$ cat src/rtl/ckacw_pkg.sv
package ckacw_pkg;

    localparam int DATA_W = 32;
    localparam int APB_AW = 5;

    localparam logic OP_PIXEL = 1'b0;
    localparam logic OP_FLUSH = 1'b1;

    localparam logic [2:0] REG_RED    = 3'd0;
    localparam logic [2:0] REG_GREEN  = 3'd1;
    localparam logic [2:0] REG_BLUE   = 3'd2;
    localparam logic [2:0] REG_WIDTH  = 3'd3;
    localparam logic [2:0] REG_HEIGHT = 3'd4;

    localparam logic [7:0]  THRESH_RESET = 8'd235;
    localparam logic [11:0] WIDTH_RESET  = 12'd640;
    localparam logic [12:0] HEIGHT_RESET = 13'd480;

    typedef struct packed {
        logic [7:0] red;
        logic [7:0] green;
        logic [7:0] blue;
    } t_thresh;

    // per-transaction decisions taken at input acceptance
    typedef struct packed {
        logic emit;       // a result follows
        logic pixel;      // pixel result (not flush)
        logic store;      // write incoming pixel into the line
        logic border;     // alpha forced to zero
        logic frame_end;
    } t_item_ctl;

    function automatic logic passes(logic [DATA_W-1:0] px, t_thresh th);
        logic ok;
        ok = (px[7:0] >= th.red) && (px[15:8] >= th.green) && (px[23:16] >= th.blue);
        return ok;
    endfunction

endpackage

$ cat src/rtl/ckacw_pos.sv
module ckacw_pos #(
    parameter int MAX_WIDTH  = 2048,
    parameter int MAX_HEIGHT = 4096
) (
    input  logic                            i_clk,
    input  logic                            i_rst_n,
    input  logic                            i_accept,
    input  logic                            i_op,
    input  logic [$clog2(MAX_WIDTH):0]      i_eff_width,
    input  logic [$clog2(MAX_HEIGHT):0]     i_eff_height,
    output logic [$clog2(MAX_WIDTH)-1:0]    o_rd_addr,
    output logic [$clog2(MAX_WIDTH)-1:0]    o_right_addr,
    output ckacw_pkg::t_item_ctl            o_ctl,
    output logic                            o_flushing
);

    import ckacw_pkg::*;

    localparam int CW = $clog2(MAX_WIDTH);
    localparam int WW = CW + 1;
    localparam int RW = $clog2(MAX_HEIGHT);
    localparam int HW = RW + 1;

    logic [CW-1:0] r_col, r_flush_cnt;
    logic [RW-1:0] r_row;
    logic          r_flushing;

    logic line_done, frame_done, flush_done;

    assign line_done  = (WW'(r_col) + WW'(1)) >= i_eff_width;
    assign frame_done = (HW'(r_row) + HW'(1)) >= i_eff_height;
    assign flush_done = (WW'(r_flush_cnt) + WW'(1)) >= i_eff_width;

    assign o_flushing   = r_flushing;
    assign o_right_addr = (r_col == CW'(MAX_WIDTH - 1)) ? '0 : r_col + CW'(1);

    always_comb begin
        o_ctl = '0;
        if (i_op == OP_FLUSH) begin
            o_rd_addr       = r_flush_cnt;
            o_ctl.emit      = r_flushing;
            o_ctl.border    = 1'b1;
            o_ctl.frame_end = flush_done;
        end else begin
            o_rd_addr    = r_col;
            o_ctl.store  = !r_flushing;
            o_ctl.emit   = !r_flushing && (r_row != '0);
            o_ctl.pixel  = 1'b1;
            o_ctl.border = (r_row == RW'(1)) || (HW'(r_row) >= i_eff_height) ||
                           (r_col == '0) || line_done;
        end
    end

    always_ff @(posedge i_clk) begin
        if (!i_rst_n) begin
            r_col       <= '0;
            r_row       <= '0;
            r_flush_cnt <= '0;
            r_flushing  <= 1'b0;
        end else if (i_accept) begin
            if (i_op == OP_FLUSH) begin
                if (r_flushing) begin
                    if (flush_done) begin
                        r_flushing  <= 1'b0;
                        r_flush_cnt <= '0;
                        r_row       <= '0;
                        r_col       <= '0;
                    end else begin
                        r_flush_cnt <= r_flush_cnt + CW'(1);
                    end
                end
            end else if (!r_flushing) begin
                if (line_done) begin
                    r_col <= '0;
                    if (frame_done) begin
                        r_flushing  <= 1'b1;
                        r_flush_cnt <= '0;
                    end else begin
                        r_row <= r_row + RW'(1);
                    end
                end else begin
                    r_col <= r_col + CW'(1);
                end
            end
        end
    end

endmodule

$ cat config.mk
export PLATFORM = sky130hd
export DESIGN_NAME = ckacw_pos
export DESIGN_NICKNAME = d
export VERILOG_FILES = /design/src/rtl/ckacw_pkg.sv /design/src/rtl/ckacw_pos.sv
export SDC_FILE = /design/constraint.sdc
export NUM_CORES = 1
export LEC_CHECK = 0
export BUFFER_PORTS_ARGS = -buffer_cell sky130_fd_sc_hd__buf_4
export CORE_UTILIZATION = 35
export CTS_BUF_LIST = sky130_fd_sc_hd__clkbuf_4
export DETAILED_ROUTE_END_ITERATION = 8
export PLACE_DENSITY_LB_ADDON = 0.15
export RECOVER_POWER = 25
export SLEW_MARGIN = 20
export SYNTH_ARGS = -nofsm -noshare
export SYNTH_HDL_FRONTEND = slang
export SYNTH_SLANG_ARGS = --single-unit
$ cat constraint.sdc
create_clock -name i_clk -period 7.45 [get_ports i_clk]
set_clock_uncertainty 0.15 [all_clocks]
set_input_delay 0.3725 -clock i_clk [delete_from_list [all_inputs] [get_ports i_clk]]
set_output_delay 0.3725 -clock i_clk [all_outputs]
set_load 0.005 [all_outputs]
After elaboration in Yosys (flattened, before gate mapping). Cells that the tools add are included. W data, S select, Z words.

Input port bits: 29. Output and inout port bits: 28. Register bits after elaboration: 35.

Eq/ne operators: 6. Reduce and logical (&&, ||, !) cells: 12. Muxes and demuxes: 29. Add/subtract/negate cells: 6. Magnitude comparators: 4.

Operators with widths (count): $mux W11 (13); $mux W12 (6); $add A11 B1 Y12 const B (2); $ge A12 B12 Y1 (2); $add A11 B1 Y11 const B (2); $add A12 B1 Y13 const B (1); $ge A12 B13 Y1 (1); $ge A13 B13 Y1 (1); $add A12 B1 Y12 const B (1); $eq A12 B1 Y1 const B (1); $reduce_bool A12 Y1 (1); $eq A11 B11 Y1 const B (1); $logic_not A11 Y1 (1); $mux W1 (9); $reduce_and A6 Y1 (1); $reduce_and A5 Y1 (1); $ne A2 B1 Y1 const B (2); $ne A2 B2 Y1 const B (2); $reduce_and A4 Y1 (1); $reduce_bool A2 Y1 (2); $logic_or A1 B1 Y1 (3); $mux W2 (1); $logic_and A1 B1 Y1 (1); $logic_not A1 Y1 (1).

Depth between registers and ports, before layout.
Depth after elaboration: 6. Mapped depth: 15. Gate-level depth less buffers: 14.

Worst setup path before layout. Ideal clock, no wire load.

Kind: reg-to-output. From: reg r_col[0]. To: out o_ctl[1] (netlist bit). Path slack: 4165 ps. Stages on the path, launching flop included: 14. Data arrival time: 2763 ps. Cells stage by stage: dfxtp_1 ha_1 clkbuf_1 nand3_1 nor2_1 xnor2_1 ha_1 a21oi_1 nand2_1 a211oi_1 o31ai_2 nor2_1 buf_2 nand4_1.

RTL lines: start: declaration (line ckacw_pos.sv:24) `logic [CW-1:0] r_col, r_flush_cnt;`; start signal: assignment (line ckacw_pos.sv:82) `r_col <= r_col + CW'(1);`; end: declaration (line ckacw_pos.sv:13) `output ckacw_pkg::t_item_ctl o_ctl,`.

==> impl_metrics.py <==
metrics = {
    "die": {
        "die_w_um": 100,
        "dieArea_mm2": 0.0100,
        "start_util_pct": 36.3,
        "die_h_um": 100,
        "io_pins": 57,
        "coreArea_mm2": 0.00928,
        "placementRows": 35,
    },
    "power": {
        "p_comb_share_pct": 14.7,
        "switching_share_pct": 27.3,
        "peakVddDrop_uv": 65.9,
        "p_leak_nw": 1.86,
        "powerDensity_mw_per_mm2": 98.6,
        "clockPowerShare_pct": 36.9,
        "p_int_mw": 0.284,
        "pwr-share-seq_pct": 48.4,
        "p_sw_mw": 0.107,
    },
    "critical_path": {
        "cp_data_arrival_time_ns": 4.11,
        "cp_slowest_cell": "nor2_1",
        "critPathBufInv": 1,
        "endpoint_kind": "output pin",
        "start_kind": "flop",
        "critPathTopFamily": "simple AND/OR/NAND/NOR gates",
        "path_class": "flop to output pin",
        "r2r.worst_path.cells": 14,
        "critical_path.max_fanout": 13,
        "crit_chain": "ha_1 -> nand3_1 -> nor2_1 -> xnor2_1 -> ha_1 -> a21oi_1 -> nand2_1 -> a211oi_1 -> o31ai_2 -> nor2_1 -> nand4_1 -> buf_4",
        "cp.required_ns": 6.93,
        "path_depth": 12,
        "ff2ff_setup_slack_ns": 3.45,
        "r2r_start": "r_flush_cnt[2]$_SDFFE_PN0P_",
        "slowest_delay_ns": 0.75,
        "r2r-end": "r_row[0]$_SDFFE_PN0P_",
    },
    "synth": {
        "ys_top_cells_by_area": "ha_1, dfxtp_1, xnor2_1, inv_1, nand2_1",
        "synth_area_mm2": 0.00337,
        "yosys_warnings": 0,
        "synth_top_area_share_pct": 21.5,
        "syn_avg_cell_area_um2": 7.78,
        "yosysMostFrequentCell": "ha_1",
        "async_flop_share_pct": 0,
        "syn_inst": 433,
        "synth_edf_count": 0,
        "synth_cell_types": 49,
        "ys_ff_latch": 35,
        "yosysSeqAreaShare_pct": 20.8,
        "yosys-top-cells-count": "ha_1, inv_1, nand2_1",
        "yosysTopAreaCell": "ha_1",
        "ys.flop_type": "dfxtp_1",
        "syn-num-nets": 520,
    },
    "route": {
        "wire_per_inst_um": 14.4,
        "first_pass_iters": 4,
        "route.vias.total": 3098,
        "drt-total-wl_mm": 8.79,
        "drc": 0,
        "ant_nets": 0,
        "drt_iter0_markers": 94,
        "viasPerCell": 5.07,
    },
    "min_path": {
        "holdPathEnd": "o_flushing$_SDFFE_PN0P_",
        "hold_depth": 2,
        "min-delay-start": "i_accept",
        "min_path_type": "input port to flop",
    },
    "clock_tree": {
        "cts.reportedPaths.clkPinSlew_ns": 0.12,
        "ctsResizeCount": 0,
        "cts_buffers": 5,
        "cts_hold_buffers": 0,
        "post_cts_buffers": 0,
        "cts_tree": "done",
        "cts_num_sinks": 35,
        "clk_latency_ns": 0.34,
        "cts_root_buf": "clkbuf_4",
        "htree_levels": 2,
        "clockBufferDepth": 2,
    },
    "timing": {
        "rsz0062_at_grt": "false",
        "fmax_mhz": 216,
        "worst_pin_slew_ns": 1.05,
        "finalSetupViolCount": 0,
        "final_max_slew_viol_count": 0,
        "hold-worst-slack_ns": 0.165,
        "period_needed_ns": 4.63,
        "finalCritPeriodShare_pct": 62.2,
        "slew_headroom_pct": 29.9,
        "finalSetupTns_ns": 0,
        "hold_viol": 0,
    },
    "placed_design": {
        "hpwl_mm": 7.04,
        "place_congestion": 0.794,
        "port_buffers": 56,
    },
    "layout": {
        "n_fill_cell": 975,
        "diodes": 0,
        "nets": 568,
        "syn_to_final_growth_pct": 17.6,
        "drive_above_1_share_pct": 16.6,
    },
    "global_routing": {
        "grt_pass1_wl_mm": 14.5,
        "grt_usage_pct": 18.3,
        "grt_max_degree": 20,
        "grt_overflow": 0,
        "grt_pass1_vias": 3007,
        "antenna_found_initial": 0,
    },
    "status": {
        "status": "completed",
    },
    "job": {
        "maxCapViolCount": 0,
    },
}
## sequential cells by signal (all words and copies together), names as in the netlist
name and cells:
r_flush_cnt 11, r_row 12, r_col 11, o_flushing 1
## metal layers
metal	GRT usage (%)	part of all wire (%)	vias to the layer above
met4	4.24	1.0	0
li1	-	-	1608
met2	30.9	46	72
met3	2.92	3.5	8
met1	24.3	49	1410
met5	0	0	-
## worst max-delay path by stage
stage                                     start  endpoint  slack (ns)
after floorplan           r_col[0]$_SDFFE_PN0P_  o_ctl[1]        4.16
after global placement    r_col[2]$_SDFFE_PN0P_  o_ctl[1]        3.31
after detailed placement  r_col[0]$_SDFFE_PN0P_  o_ctl[1]        3.22
after CTS                 r_col[0]$_SDFFE_PN0P_  o_ctl[1]        2.81
after global routing      r_col[0]$_SDFFE_PN0P_  o_ctl[1]        2.44
final                     r_col[0]$_SDFFE_PN0P_  o_ctl[1]        2.82
## power groups by stage
stage	Sequential, mW	Clock [mW]	Combinational, mW
6_report	0.189	0.144	0.0573
3_5_place_dp	0.193	0	0.0573
2_1_floorplan	0.193	0	0.0333
3_3_place_gp	0.193	0	0.0564
4_1_cts	0.189	0.148	0.0580
5_1_grt	0.189	0.159	0.0645
## cells in the final DEF (no fill, tap or decap), types with 2 or more instances in the layout
cell type  count
o21ai_1        2
or2_2          5
nand2b_1       6
clkbuf_4      14
xnor2_1       21
nor3_1         4
nor2b_1        4
nand4_1        9
nor2_1        31
dfxtp_1       35
xor2_1         8
o21ai_0       20
o21a_1         2
nand3_1       29
a22o_1        12
a211oi_1       4
and2_1         2
o22ai_1        2
a21boi_0       9
o211ai_1       2
and4_1         2
a221oi_1       2
a21oi_1       21
mux2_2         6
buf_4         46
a21o_1         3
o221ai_1       2
inv_1         48
and3_1         4
mux2_1         3
nand2_1       41
nor4_1         5
ha_1          58
or4_1          2
## cell families after synthesis
| kind of cell | Yosys count | synth area share, % |
|---|---|---|
| flip-flops | 35 | 20.8 |
| adder cells (fa/ha/maj) | 58 | 21.5 |
| XOR/XNOR | 29 | 7.54 |
| buffers and inverters | 63 | 7.35 |
| multiplexers | 10 | 3.30 |
| AO/OA/AOI/OAI | 88 | 17.4 |
| AND/OR/NAND/NOR | 150 | 22.1 |
## metrics by stage
step	power, mW	area [um^2]	util, %	setup WS, ns	instances
final	0.391	3960	42.7	2.82	611
after global routing	0.413	3960	42.7	2.44	611
after CTS	0.395	3970	42.7	2.81	611
after detailed placement	0.251	3880	41.8	3.22	603
after global placement	0.250	3880	41.8	3.31	603
after floorplan	0.226	3370	-	4.16	433
## worst register-to-register path: stages (launching register included)
cell	delay (ns)
dfxtp_1	0.44
nand3_1	0.17
nor2_1	0.17
nand3_1	0.21
nor2_1	0.14
nor2_1	0.06
or2_2	0.29
ha_1	0.30
nand4_1	0.14
inv_1	0.08
nand3_1	0.11
o21a_1	0.22
a211o_1	0.51
nor3_2	0.70
mux2_2	0.28
## area by class of cell
type                       count  area (um^2)  share of cell area, %
clock buffer                   5         37.5                  0.947
multi-input combinational    335         2420                   61.1
sequential                    35          701                   17.7
clock inverter                 3         43.8                   1.11
timing repair buffer          56          417                   10.5
inverter                      48          180                   4.55
tap                          129          161                   4.07
No activity file was read; power rests on OpenSTA's default activity.
