===== config.mk =====
export PLATFORM = sky130hd
export DESIGN_NAME = ckacw_cfg
export DESIGN_NICKNAME = d
export VERILOG_FILES = /design/src/rtl/ckacw_pkg.sv /design/src/rtl/ckacw_cfg.sv
export SDC_FILE = /design/constraint.sdc
export NUM_CORES = 1
export LEC_CHECK = 0
export BUFFER_PORTS_ARGS = -buffer_cell sky130_fd_sc_hd__buf_4
export CORE_MARGIN = 2
export CORE_UTILIZATION = 42
export CTS_CLUSTER_SIZE = 30
export DETAILED_ROUTE_END_ITERATION = 12
export PLACE_DENSITY = 0.78
export SLEW_MARGIN = 25
export SYNTH_ARGS = -nofsm -noshare
export SYNTH_HDL_FRONTEND = slang
export SYNTH_SLANG_ARGS = --single-unit

===== constraint.sdc =====
create_clock -name i_clk -period 1 [get_ports i_clk]
set_clock_uncertainty 0.05 [all_clocks]
set_input_delay 0.1 -clock i_clk [delete_from_list [all_inputs] [get_ports i_clk]]
set_output_delay 0.1 -clock i_clk [all_outputs]
set_load 0.005 [all_outputs]

===== src/rtl/ckacw_pkg.sv =====
package ckacw_pkg;

    localparam int DATA_W = 32;
    localparam int APB_AW = 5;

    localparam logic OP_PIXEL = 1'b0;
    localparam logic OP_FLUSH = 1'b1;

    localparam logic [2:0] REG_RED    = 3'd0;
    localparam logic [2:0] REG_GREEN  = 3'd1;
    localparam logic [2:0] REG_BLUE   = 3'd2;
    localparam logic [2:0] REG_WIDTH  = 3'd3;
    localparam logic [2:0] REG_HEIGHT = 3'd4;

    localparam logic [7:0]  THRESH_RESET = 8'd235;
    localparam logic [11:0] WIDTH_RESET  = 12'd640;
    localparam logic [12:0] HEIGHT_RESET = 13'd480;

    typedef struct packed {
        logic [7:0] red;
        logic [7:0] green;
        logic [7:0] blue;
    } t_thresh;

    // per-transaction decisions taken at input acceptance
    typedef struct packed {
        logic emit;       // a result follows
        logic pixel;      // pixel result (not flush)
        logic store;      // write incoming pixel into the line
        logic border;     // alpha forced to zero
        logic frame_end;
    } t_item_ctl;

    function automatic logic passes(logic [DATA_W-1:0] px, t_thresh th);
        logic ok;
        ok = (px[7:0] >= th.red) && (px[15:8] >= th.green) && (px[23:16] >= th.blue);
        return ok;
    endfunction

endpackage


===== src/rtl/ckacw_cfg.sv =====
module ckacw_cfg #(
    parameter int MAX_WIDTH  = 2048,
    parameter int MAX_HEIGHT = 4096
) (
    input  logic                          i_clk,
    input  logic                          i_rst_n,
    input  logic                          psel,
    input  logic                          penable,
    input  logic                          pwrite,
    input  logic [ckacw_pkg::APB_AW-1:0]  paddr,
    input  logic [31:0]                   pwdata,
    output logic [31:0]                   prdata,
    output logic                          pready,
    output ckacw_pkg::t_thresh            o_thresh,
    output logic [$clog2(MAX_WIDTH):0]    o_eff_width,
    output logic [$clog2(MAX_HEIGHT):0]   o_eff_height
);

    import ckacw_pkg::*;

    localparam int WW  = $clog2(MAX_WIDTH) + 1;
    localparam int HW  = $clog2(MAX_HEIGHT) + 1;
    localparam int WCW = (WW > 12) ? WW : 12;
    localparam int HCW = (HW > 13) ? HW : 13;

    logic [7:0]  r_red, r_green, r_blue;
    logic [11:0] r_width;
    logic [12:0] r_height;
    logic        wr_en;
    logic [2:0]  reg_idx;

    assign pready  = 1'b1;
    assign wr_en   = psel && penable && pwrite;
    assign reg_idx = paddr[APB_AW-1:2];

    always_ff @(posedge i_clk) begin
        if (!i_rst_n) begin
            r_red    <= THRESH_RESET;
            r_green  <= THRESH_RESET;
            r_blue   <= THRESH_RESET;
            r_width  <= WIDTH_RESET;
            r_height <= HEIGHT_RESET;
        end else if (wr_en) begin
            unique case (reg_idx)
                REG_RED:    r_red    <= pwdata[7:0];
                REG_GREEN:  r_green  <= pwdata[7:0];
                REG_BLUE:   r_blue   <= pwdata[7:0];
                REG_WIDTH:  r_width  <= pwdata[11:0];
                REG_HEIGHT: r_height <= pwdata[12:0];
                default: ;
            endcase
        end
    end

    always_comb begin
        unique case (reg_idx)
            REG_RED:    prdata = 32'(r_red);
            REG_GREEN:  prdata = 32'(r_green);
            REG_BLUE:   prdata = 32'(r_blue);
            REG_WIDTH:  prdata = 32'(r_width);
            REG_HEIGHT: prdata = 32'(r_height);
            default:    prdata = '0;
        endcase
    end

    assign o_thresh = '{red: r_red, green: r_green, blue: r_blue};

    // clamp geometry to 1..MAX
    always_comb begin
        if (r_width == '0) begin
            o_eff_width = WW'(1);
        end else if (WCW'(r_width) > WCW'(MAX_WIDTH)) begin
            o_eff_width = WW'(MAX_WIDTH);
        end else begin
            o_eff_width = WW'(r_width);
        end
        if (r_height == '0) begin
            o_eff_height = HW'(1);
        end else if (HCW'(r_height) > HCW'(MAX_HEIGHT)) begin
            o_eff_height = HW'(MAX_HEIGHT);
        end else begin
            o_eff_height = HW'(r_height);
        end
    end

endmodule


# Word-level counts from Yosys, hierarchy flattened
# Cells that the tools add are included.
[word_totals]
out_inout_bits = 82
wordCells = 26
regBits = 49
[classes]
mux = 5
eq_ne = 4
order_cmp = 2
reduce_logical = 10
[ops]
columns = ["operator", "n"]
rows = [
  ["case mux 13 bit (5 select lines)", 1],
  ["two-way mux 13 bit", 2],
  ["two-way mux 12 bit", 2],
  ["greater-than comparator 13 bit (second input constant)", 1],
  ["logical NOT 13 bit", 1],
  ["greater-than comparator 12 bit (second input constant)", 1],
  ["logical NOT 12 bit", 1],
  ["AND reduction 2 bit", 5],
  ["equality test 3 x 2 -> 1 bit (second input constant)", 2],
  ["equality test 3 x 1 -> 1 bit (second input constant)", 1],
  ["equality test 3 bit (second input constant)", 1],
  ["logical NOT 3 bit", 1],
  ["logical AND 1 bit", 2],
]

# Depth between registers and ports, before layout
# Gate-level depths: netlist of the first run.
[depth]
depth_word = 3
mapped_depth = 5
mapped_depth_nobuf = 3

# Least setup slack after synthesis of the first run
# Ideal clock, no wire load.
[synth_timing]
path_kind = "input-to-reg"
startpoint = "input port paddr[3] (netlist bit)"
endpoint = "register r_height[2]"
slack_ns = -0.131
stages = 5
required_ns = 0.828
t_arrival_ns = 0.960
cell_sequence = "buf_6 -> nor3b_4 -> nand4_4 -> buf_6 -> mux2i_1"
[synth_between]
elab_chain_len = 2
[synth_lines]
columns = ["item", "line_no", "text"]
rows = [
  ["from (decl)", "ckacw_cfg.sv:10", "input logic [ckacw_pkg::APB_AW-1:0] paddr,"],
  ["equality test 3 bit", "ckacw_cfg.sv:44", "unique case (reg_idx)"],
  ["AND reduction 2 bit (no source line)", "--", ""],
  ["to (signal assigned)", "ckacw_cfg.sv:49", "REG_HEIGHT: r_height <= pwdata[12:0];"],
  ["to (decl)", "ckacw_cfg.sv:28", "logic [12:0] r_height;"],
]
# Every way passes these cells.
# A chain may end at the register's enable or synchronous reset.

# Final worst setup path of the first run
[layout_timing]
startpoint = "register r_height[5]"
endpoint = "output port o_eff_height[0]"
[layout_between]
elab_chain_len = 3
elab_cells_between_ends = 4
classes_between = "order compare (1); mux (2); reduce/logical (1)"
[layout_lines]
columns = ["item", "line_no", "text"]
rows = [
  ["greater-than comparator 13 bit", "ckacw_cfg.sv:79", "end else if (HCW'(r_height) > HCW'(MAX_HEIGHT)) begin"],
  ["two-way mux 13 bit", "ckacw_cfg.sv:79", ""],
  ["two-way mux 13 bit (*)", "ckacw_cfg.sv:77", "if (r_height == '0) begin"],
  ["to (decl)", "ckacw_cfg.sv:16", "output logic [$clog2(MAX_HEIGHT):0] o_eff_height"],
]
# Every way passes the cells marked *; elsewhere a longest branch is shown, timed or not.

==> results of run 1 <==
[final cells by class]
| cell class | count | share of cell area |
|---|---|---|
| flip-flops and latches | 49 | 0.230 |
| inverters | 7 | 0.00636 |
| multi-input cells | 215 | 0.379 |
| clock buffers | 7 | 0.0191 |
| repair buffers | 160 | 0.344 |
| well taps | 77 | 0.0213 |
[synthesized netlist by cell type, types with 4 or more instances]
library cell,count
dfxtp_1,49
nor2b_1,46
mux2i_1,42
nand2_1,37
buf_4,21
a22oi_1,16
clkbuf_1,13
buf_2,10
mux2_2,8
o22ai_1,8
inv_1,7
o211ai_1,7
nand3_1,6
nor2_1,5
a32o_1,4
nor4_1,4
[worst reg2reg max path, stage by stage, from the launching register on]
cell and delay, ns:
dfxtp_4 0.37, buf_6 0.12, buf_4 0.12, nor2b_1 0.15
mux2i_1 0.08
[through the flow]
step | TNS (ns) | utilization
6_report | -10.27 | 0.725
5_1_grt | -11.84 | 0.725
4_1_cts | -9.37 | 0.681
3_5_place_dp | -14.39 | 0.595
3_3_place_gp | -12.91 | 0.595
2_1_floorplan | -2.07 | -
[layer usage]
metal,share of wire,track usage
met5,0,0
met4,0.027,0.0850
met3,0.066,0.0544
met2,0.49,0.399
met1,0.42,0.308
[flip-flops by register name (all words and copies together) (netlist names)]
register  count
r_red         8
r_height     13
r_width      12
r_green       8
r_blue        8
[cell usage in the layout, fill, tap and decap left out, types with 10 or more instances in the layout]
cell type	synthesis	layout
conb_1	2	20
dfxtp_2	0	35
buf_4	21	84
nor2b_4	0	13
mux2i_1	42	42
dfxtp_1	49	10
nand2_1	37	37
buf_6	2	65
nor2b_1	46	31
[cell families after synthesis]
group | count (synthesis) | share of synthesized area
buffers and inverters | 53 | 0.114
flip-flops | 49 | 0.367
AND/OR/NAND/NOR | 108 | 0.223
AO/OA/AOI/OAI | 37 | 0.103
other | 2 | 0.00281
multiplexers | 50 | 0.191
[report_power, final]
| part | internal [mW] | switching [mW] |
|---|---|---|
| Clock | 0.550 | 0.619 |
| Combinational | 0.333 | 0.313 |
| Sequential | 1.96 | 0.0187 |
[worst max-delay path by stage]
stage / depth (start not counted) / endpoint / from
global placement: 5 / r_width[3]$_SDFFE_PN0P_ / paddr[4]
CTS: 4 / o_eff_width[0] / r_width[10]$_SDFFE_PN0P_
detailed placement: 5 / r_width[2]$_SDFFE_PN0P_ / paddr[4]
floorplan: 5 / r_height[2]$_SDFFE_PN0P_ / paddr[3]
global route: 4 / o_eff_height[0] / r_height[5]$_SDFFE_PN1P_
finish: 4 / o_eff_height[0] / r_height[5]$_SDFFE_PN1P_
[what timing repair did]
action | CTS | global route
gates cloned | 0 | 1
endpoints found under the setup margin | 63 | 61
hold buffers | 2 | 0
resized for setup | 128 | 52
buffers inserted | 6 | 13
pin swaps | 20 | 12
endpoints found under the hold margin | 2 | 0
==> key figures, run 1 <==
Floorplanning
  • Die Area: 7020 um2
  • Total core area: between 6000 and 7000 um2
  • Total I/O pin count: 124
  • Die Span Y: roughly 84 um
  • Rows: 29
  • Die Span X: between 80 and 90 um
  • Initial core utilization: 0.429

STA
  • Tcrit/Tclk final: 1.50
  • Fmax: 0.669 GHz
  • Endpoints failing hold: 0
  • Final Critical Period: 1.50 ns
  • Post-route setup slack: -0.495 ns
  • RSZ-0062 raised after global routing: yes
  • Worst hold margin: 0.0121 ns
  • Max-slew violation count: 0
  • Setup violators final: between 40 and 50

Finish
  • Ratio of cells with drive above 1 in the final layout: 0.571
  • Nets@finish: 480
  • Area grow syn2layout: 69.1%
  • Fillers: 392
  • Footprint of the multi-input gates: around 1700 um2
  • Fin area: 4520 um2
  • Storage cell area: 1040 um2
  • ANT cells: 0
  • Layout Cells excl Fill: 515

Drt
  • Routed WL: 9.38 mm
  • Avg WL per Cell: 18.2 um
  • Detailed Route Iter0 Violations: 181
  • DRC: 0
  • Total number of vias: 2776
  • DRT Pass-1 Iters: 6
  • Vias per cell: 5.39
  • Antenna Nets Post-Route: 0

Global routing
  • Initial antenna violation count: 0
  • Vias in the first global route: 2676
  • First-pass GRT wire length: 13.5 mm
  • Gr ovfl total: 0
  • GRT Total Usage: 0.241
  • Largest net degree at the start of global routing: 21

Clock network
  • CTS Buf Count: 5
  • Clk slew on worst S/H paths: 0.08 ns
  • CTS tree: built
  • H-tree depth: 2
  • Bufs on Longest Clock Path: 2
  • Worst-skew pair later-pin latency: 0.30 ns
  • # clock sinks: 49
  • Clock root buffer: clkbuf_8

Critical path
  • Crit-path cells: nor4_4 > a31oi_1 > nor2_1 > buf_4
  • CP top delay family: simple AND/OR/NAND/NOR gates
  • CP endpoint kind: primary output
  • CP Launch Type: register
  • Crit Path Class: register to primary output
  • RR Endpoint: r_width[7]$_SDFFE_PN1P_
  • WP buf/inv: 1
  • Worst Path Arrival: 1.35 ns
  • Worst R2R Path Depth: 4
  • Slowest CP cell: dfxtp_2
  • Worst reg-to-reg setup slack: 0 ns
  • CP peak stage delay: 0.35 ns
  • Worst EP required: between 0.8 and 0.9 ns
  • RR Startpoint: r_width[7]$_SDFFE_PN1P_
  • Crit-path max FO: 2

Placed design
  • Port bufs: between 80 and 90
  • Pre-CTS setup slack: -0.361 ns
  • Cells after DPL: between 400 and 500
  • Hpwl dp: 6.03 mm
  • Dpl cell area: ~3700 um2
  • GPL Wtd Cong: ~0.9

Hold path
  • Hold Path Depth: 3
  • Worst Min Path Start: pwdata[8]
  • Worst Hold Class: primary input to register
  • Hold Crit Endpoint: r_width[8]$_SDFFE_PN0P_

Logic synthesis
  • Warnings, synthesis: 0
  • Ranking of synthesized cells by area: dfxtp_1, mux2i_1, nor2b_1
  • Area leader, netlist: dfxtp_1
  • Ys async rst share: 0
  • Synth cell types: 27
  • Post-synth top area share: 0.367
  • Post-synth EDFFs: 0
  • Avg Cell Area, Syn: 8.95 um2
  • Post-Syn Instances: 299
  • Syn Std Cell Area: 2680 um2
  • FF+latch count, synth: ~50
  • Sequential-to-total area share from yosys stat: 0.367
  • Ys flop type: dfxtp_1

Power
  • Total power: 3.79 mW
  • Maximum vdd drop: 0.682 mV
  • Pleak: about 2.2 nW
  • Power per Cell Area: 838 nW/um2

Run
  • Maxcap violations: 0

Status
  • Failing checks: setup timing
  • Status: finished with violations
No activity file was read; power rests on OpenSTA's default activity.
==> run 2: changes to the inputs <==
--- a/config.mk
+++ b/config.mk
@@ -6,11 +6,13 @@
 export NUM_CORES = 1
 export LEC_CHECK = 0
 export BUFFER_PORTS_ARGS = -buffer_cell sky130_fd_sc_hd__buf_4
+export CELL_PAD_IN_SITES_DETAIL_PLACEMENT = 2
+export CELL_PAD_IN_SITES_GLOBAL_PLACEMENT = 2
 export CORE_MARGIN = 2
-export CORE_UTILIZATION = 42
+export CORE_UTILIZATION = 23
 export CTS_CLUSTER_SIZE = 30
 export DETAILED_ROUTE_END_ITERATION = 12
-export PLACE_DENSITY = 0.78
+export PLACE_DENSITY = 0.77
 export SLEW_MARGIN = 25
 export SYNTH_ARGS = -nofsm -noshare
 export SYNTH_HDL_FRONTEND = slang
==> run 2 against run 1 <==
Count of clock-buffer cells in the layout is 2 lower. First-iteration DRC count down 19%. Register-to-register slack lost 0.08 ns. Hold slack improved by 0.012 ns. Setup slack got worse by 0.064 ns. Sequential share of layout area down 1.5 points. The flow still finishes with violations (setup timing).
==> key figures, run 2 (synthesis results as in run 1) <==
Status
  • Status: finished with violations (unchanged)
  • Failing checks: setup timing (unchanged)

Hold path
  • Worst Hold Class: primary input to register (unchanged)
  • Hold Path Depth: 3 (unchanged)
  • Worst Min Path Start: pwdata[8] (unchanged)
  • Hold Crit Endpoint: r_width[8]$_SDFFE_PN0P_ (unchanged)

Power
  • Switching power: 1.23 mW (was 0.950 mW)
  • P_int: 3.74 mW (was 2.84 mW)
  • Switch share: 0.247 (was 0.251)
  • Comb pwr share: 0.152 (was 0.170)
  • Power per Cell Area: 1020 nW/um2 (was 838 nW/um2)
  • Maximum vdd drop: 0.567 mV (was 0.682 mV)
  • Sequential power share: 0.396 (was 0.521)
  • Clock network power share: 0.452 (was 0.308)
  • Pleak: 2.25 nW (was 2.17 nW)

Global routing
  • Initial antenna violation count: 0 (unchanged)
  • Largest net degree at the start of global routing: 21 (unchanged)
  • Gr ovfl total: 0 (unchanged)
  • Vias in the first global route: 3191 (was 2676)
  • First-pass GRT wire length: 20.1 mm (was 13.5 mm)
  • GRT Total Usage: 0.211 (was 0.241)

Critical path
  • Crit path from: r_height[4]$_SDFFE_PN0P_ (was r_height[5]$_SDFFE_PN1P_)
  • RR Endpoint: r_blue[5]$_SDFFE_PN1P_ (was r_width[7]$_SDFFE_PN1P_)
  • CP Launch Type: register (unchanged)
  • Worst reg-to-reg setup slack: -0.08 ns (was 0 ns)
  • Worst Path Arrival: 1.41 ns (was 1.35 ns)
  • Crit Path Class: register to primary output (unchanged)
  • Crit-path max FO: 3 (was 2)
  • Worst R2R Path Depth: 4 (unchanged)
  • CP endpoint kind: primary output (unchanged)
  • RR Startpoint: r_blue[5]$_SDFFE_PN1P_ (was r_width[7]$_SDFFE_PN1P_)
  • Worst EP required: 0.85 ns (about the same)

Finish
  • ANT cells: 0 (unchanged)
  • Nets@finish: 490 (was 480)
  • Core Util, Final: 0.431 (was 0.725)
  • Fillers: 1170 (was 392)
  • Storage cell area: 1050 um2 (was 1040 um2)
  • Most frequent cells in the layout: buf_4, buf_6, nand2_1 (was buf_4, buf_6, mux2i_1)
  • Footprint of the multi-input gates: 1770 um2 (was 1720 um2)
  • Ratio of cells with drive above 1 in the final layout: 0.626 (was 0.571)
  • Max reg flops: 13 (unchanged)
  • Commonest non-fill, non-tap cell in the layout: buf_4 (unchanged)
  • Area grow syn2layout: 83.0% (was 69.1%)
  • Largest registers: r_height x13, r_width x12 (unchanged)
  • Most flops, register: r_height (unchanged)

Floorplanning
  • Initial core utilization: 0.235 (was 0.429)
  • Die Area: 12500 um2 (was 7020 um2)
  • Total core area: 11400 um2 (was 6240 um2)
  • Die Span X: 112 um (was 83.8 um)
  • Total I/O pin count: 124 (unchanged)
  • Rows: 39 (was 29)
  • Die Span Y: 112 um (was 83.8 um)

STA
  • Final Critical Period: 1.56 ns (was 1.50 ns)
  • RSZ-0062 raised after global routing: yes (unchanged)
  • Fmax: 0.641 GHz (was 0.669 GHz)
  • Actual slew at the worst max-slew pin: 0.538 ns
  • Post-route setup slack: -0.559 ns (was -0.495 ns)
  • Setup violators final: 84 (was 48)
  • Tcrit/Tclk final: 1.56 (was 1.50)
  • Max-slew violation count: 0 (unchanged)
  • Endpoints failing hold: 0 (unchanged)
  • Max transition margin: 0.641
  • Worst hold margin: 0.0243 ns (was 0.0121 ns)

Clock network
  • Clock root buffer: clkbuf_16 (was clkbuf_8)
  • CTS tree: built (unchanged)
  • Clk slew on worst S/H paths: 0.07 ns (was 0.08 ns)
  • Bufs on Longest Clock Path: 2 (unchanged)
  • CTS Buf Count: 5 (unchanged)
  • # clock sinks: 49 (unchanged)
  • Hold buffers post-CTS: 0 (was 2)
  • Worst-skew pair later-pin latency: 0.30 ns (about the same)
  • H-tree depth: 2 (unchanged)

Placed design
  • GPL Wtd Cong: 0.759 (was 0.875)
  • Hpwl dp: 8.41 mm (was 6.03 mm)
  • Port bufs: 82 (unchanged)

Drt
  • Avg WL per Cell: 25.5 um (was 18.2 um)
  • DRT Pass-1 Iters: 4 (was 6)
  • DRC: 0 (unchanged)
  • Antenna Nets Post-Route: 0 (unchanged)
  • Vias per cell: 4.89 (was 5.39)
  • Detailed Route Iter0 Violations: 146 (was 181)
  • Routed WL: 15.1 mm (was 9.38 mm)
  • Total number of vias: 2893 (was 2776)

Run
  • Maxcap violations: 0 (unchanged)
[run 2: cell types whose count changed in the layout (fill, tap and decap cells not counted), sizes merged]
cell	delta
clkinv	+1
bufinv	+2
buf	+13
dlygate4sd3	-2
clkbuf	-3
[run 2: how the worst max path moves through the flow]
stage                               endpoint
detailed placement   r_width[4]$_SDFFE_PN0P_
finish                       o_eff_height[0]
CTS                           o_eff_width[0]
global placement    r_width[10]$_SDFFE_PN0P_
floorplan           r_height[2]$_SDFFE_PN0P_
global route                 o_eff_height[0]
[run 2: layer usage]
metal | track usage | vias to the layer above | share of wire
li1 | - | 1288 | -
met1 | 0.255 | 1490 | 0.41
met2 | 0.372 | 92 | 0.52
met3 | 0.0512 | 23 | 0.041
met4 | 0.0617 | 0 | 0.025
met5 | 0 | - | 0
[run 2: power groups by stage]
stage	combinational (mW)	clock [mW]	sequential (mW)
after floorplan	0.314	0	2.02
after global placement	0.566	0	2.02
after detailed placement	0.584	0	2.02
after CTS	0.652	2.23	1.98
after global routing	0.789	2.36	1.97
final	0.755	2.25	1.97
[run 2: critical path, stage by stage, from the launching register on]
cell and delay, ns:
dfxtp_4 0.37, nor4_4 0.30, a31oi_1 0.15, nor2_1 0.15, buf_4 0.13
[run 2: timing repair]
item                                    CTS  global route
setup buffers                            10            18
pin swaps                                15            17
gates resized for setup                 144            83
endpoints found under the setup margin   77            99
gates cloned                              2             0
[run 2: area by class of cell]
class | instances | share of cell area
Clock inverter | 3 | 0.0133
Tap cell | 143 | 0.0365
Clock buffer | 5 | 0.0256
Inverter | 7 | 0.00639
Timing Repair Buffer | 170 | 0.341
Multi-Input combinational cell | 215 | 0.362
Sequential cell | 49 | 0.215
[run 2: through the flow]
| step | instances | setup WS (ns) | TNS (ns) | cell area [um2] | power (mW) |
|---|---|---|---|---|---|
| after floorplan | 317 | -0.115 | -2.07 | 2770 | 2.34 |
| after global placement | 572 | -0.359 | -17.16 | 3880 | 2.59 |
| after detailed placement | 572 | -0.446 | -19.15 | 3880 | 2.61 |
| after CTS | 585 | -0.523 | -9.89 | 4570 | 4.86 |
| after global routing | 592 | -0.619 | -15.99 | 4900 | 5.12 |
| final | 592 | -0.559 | -13.35 | 4900 | 4.97 |
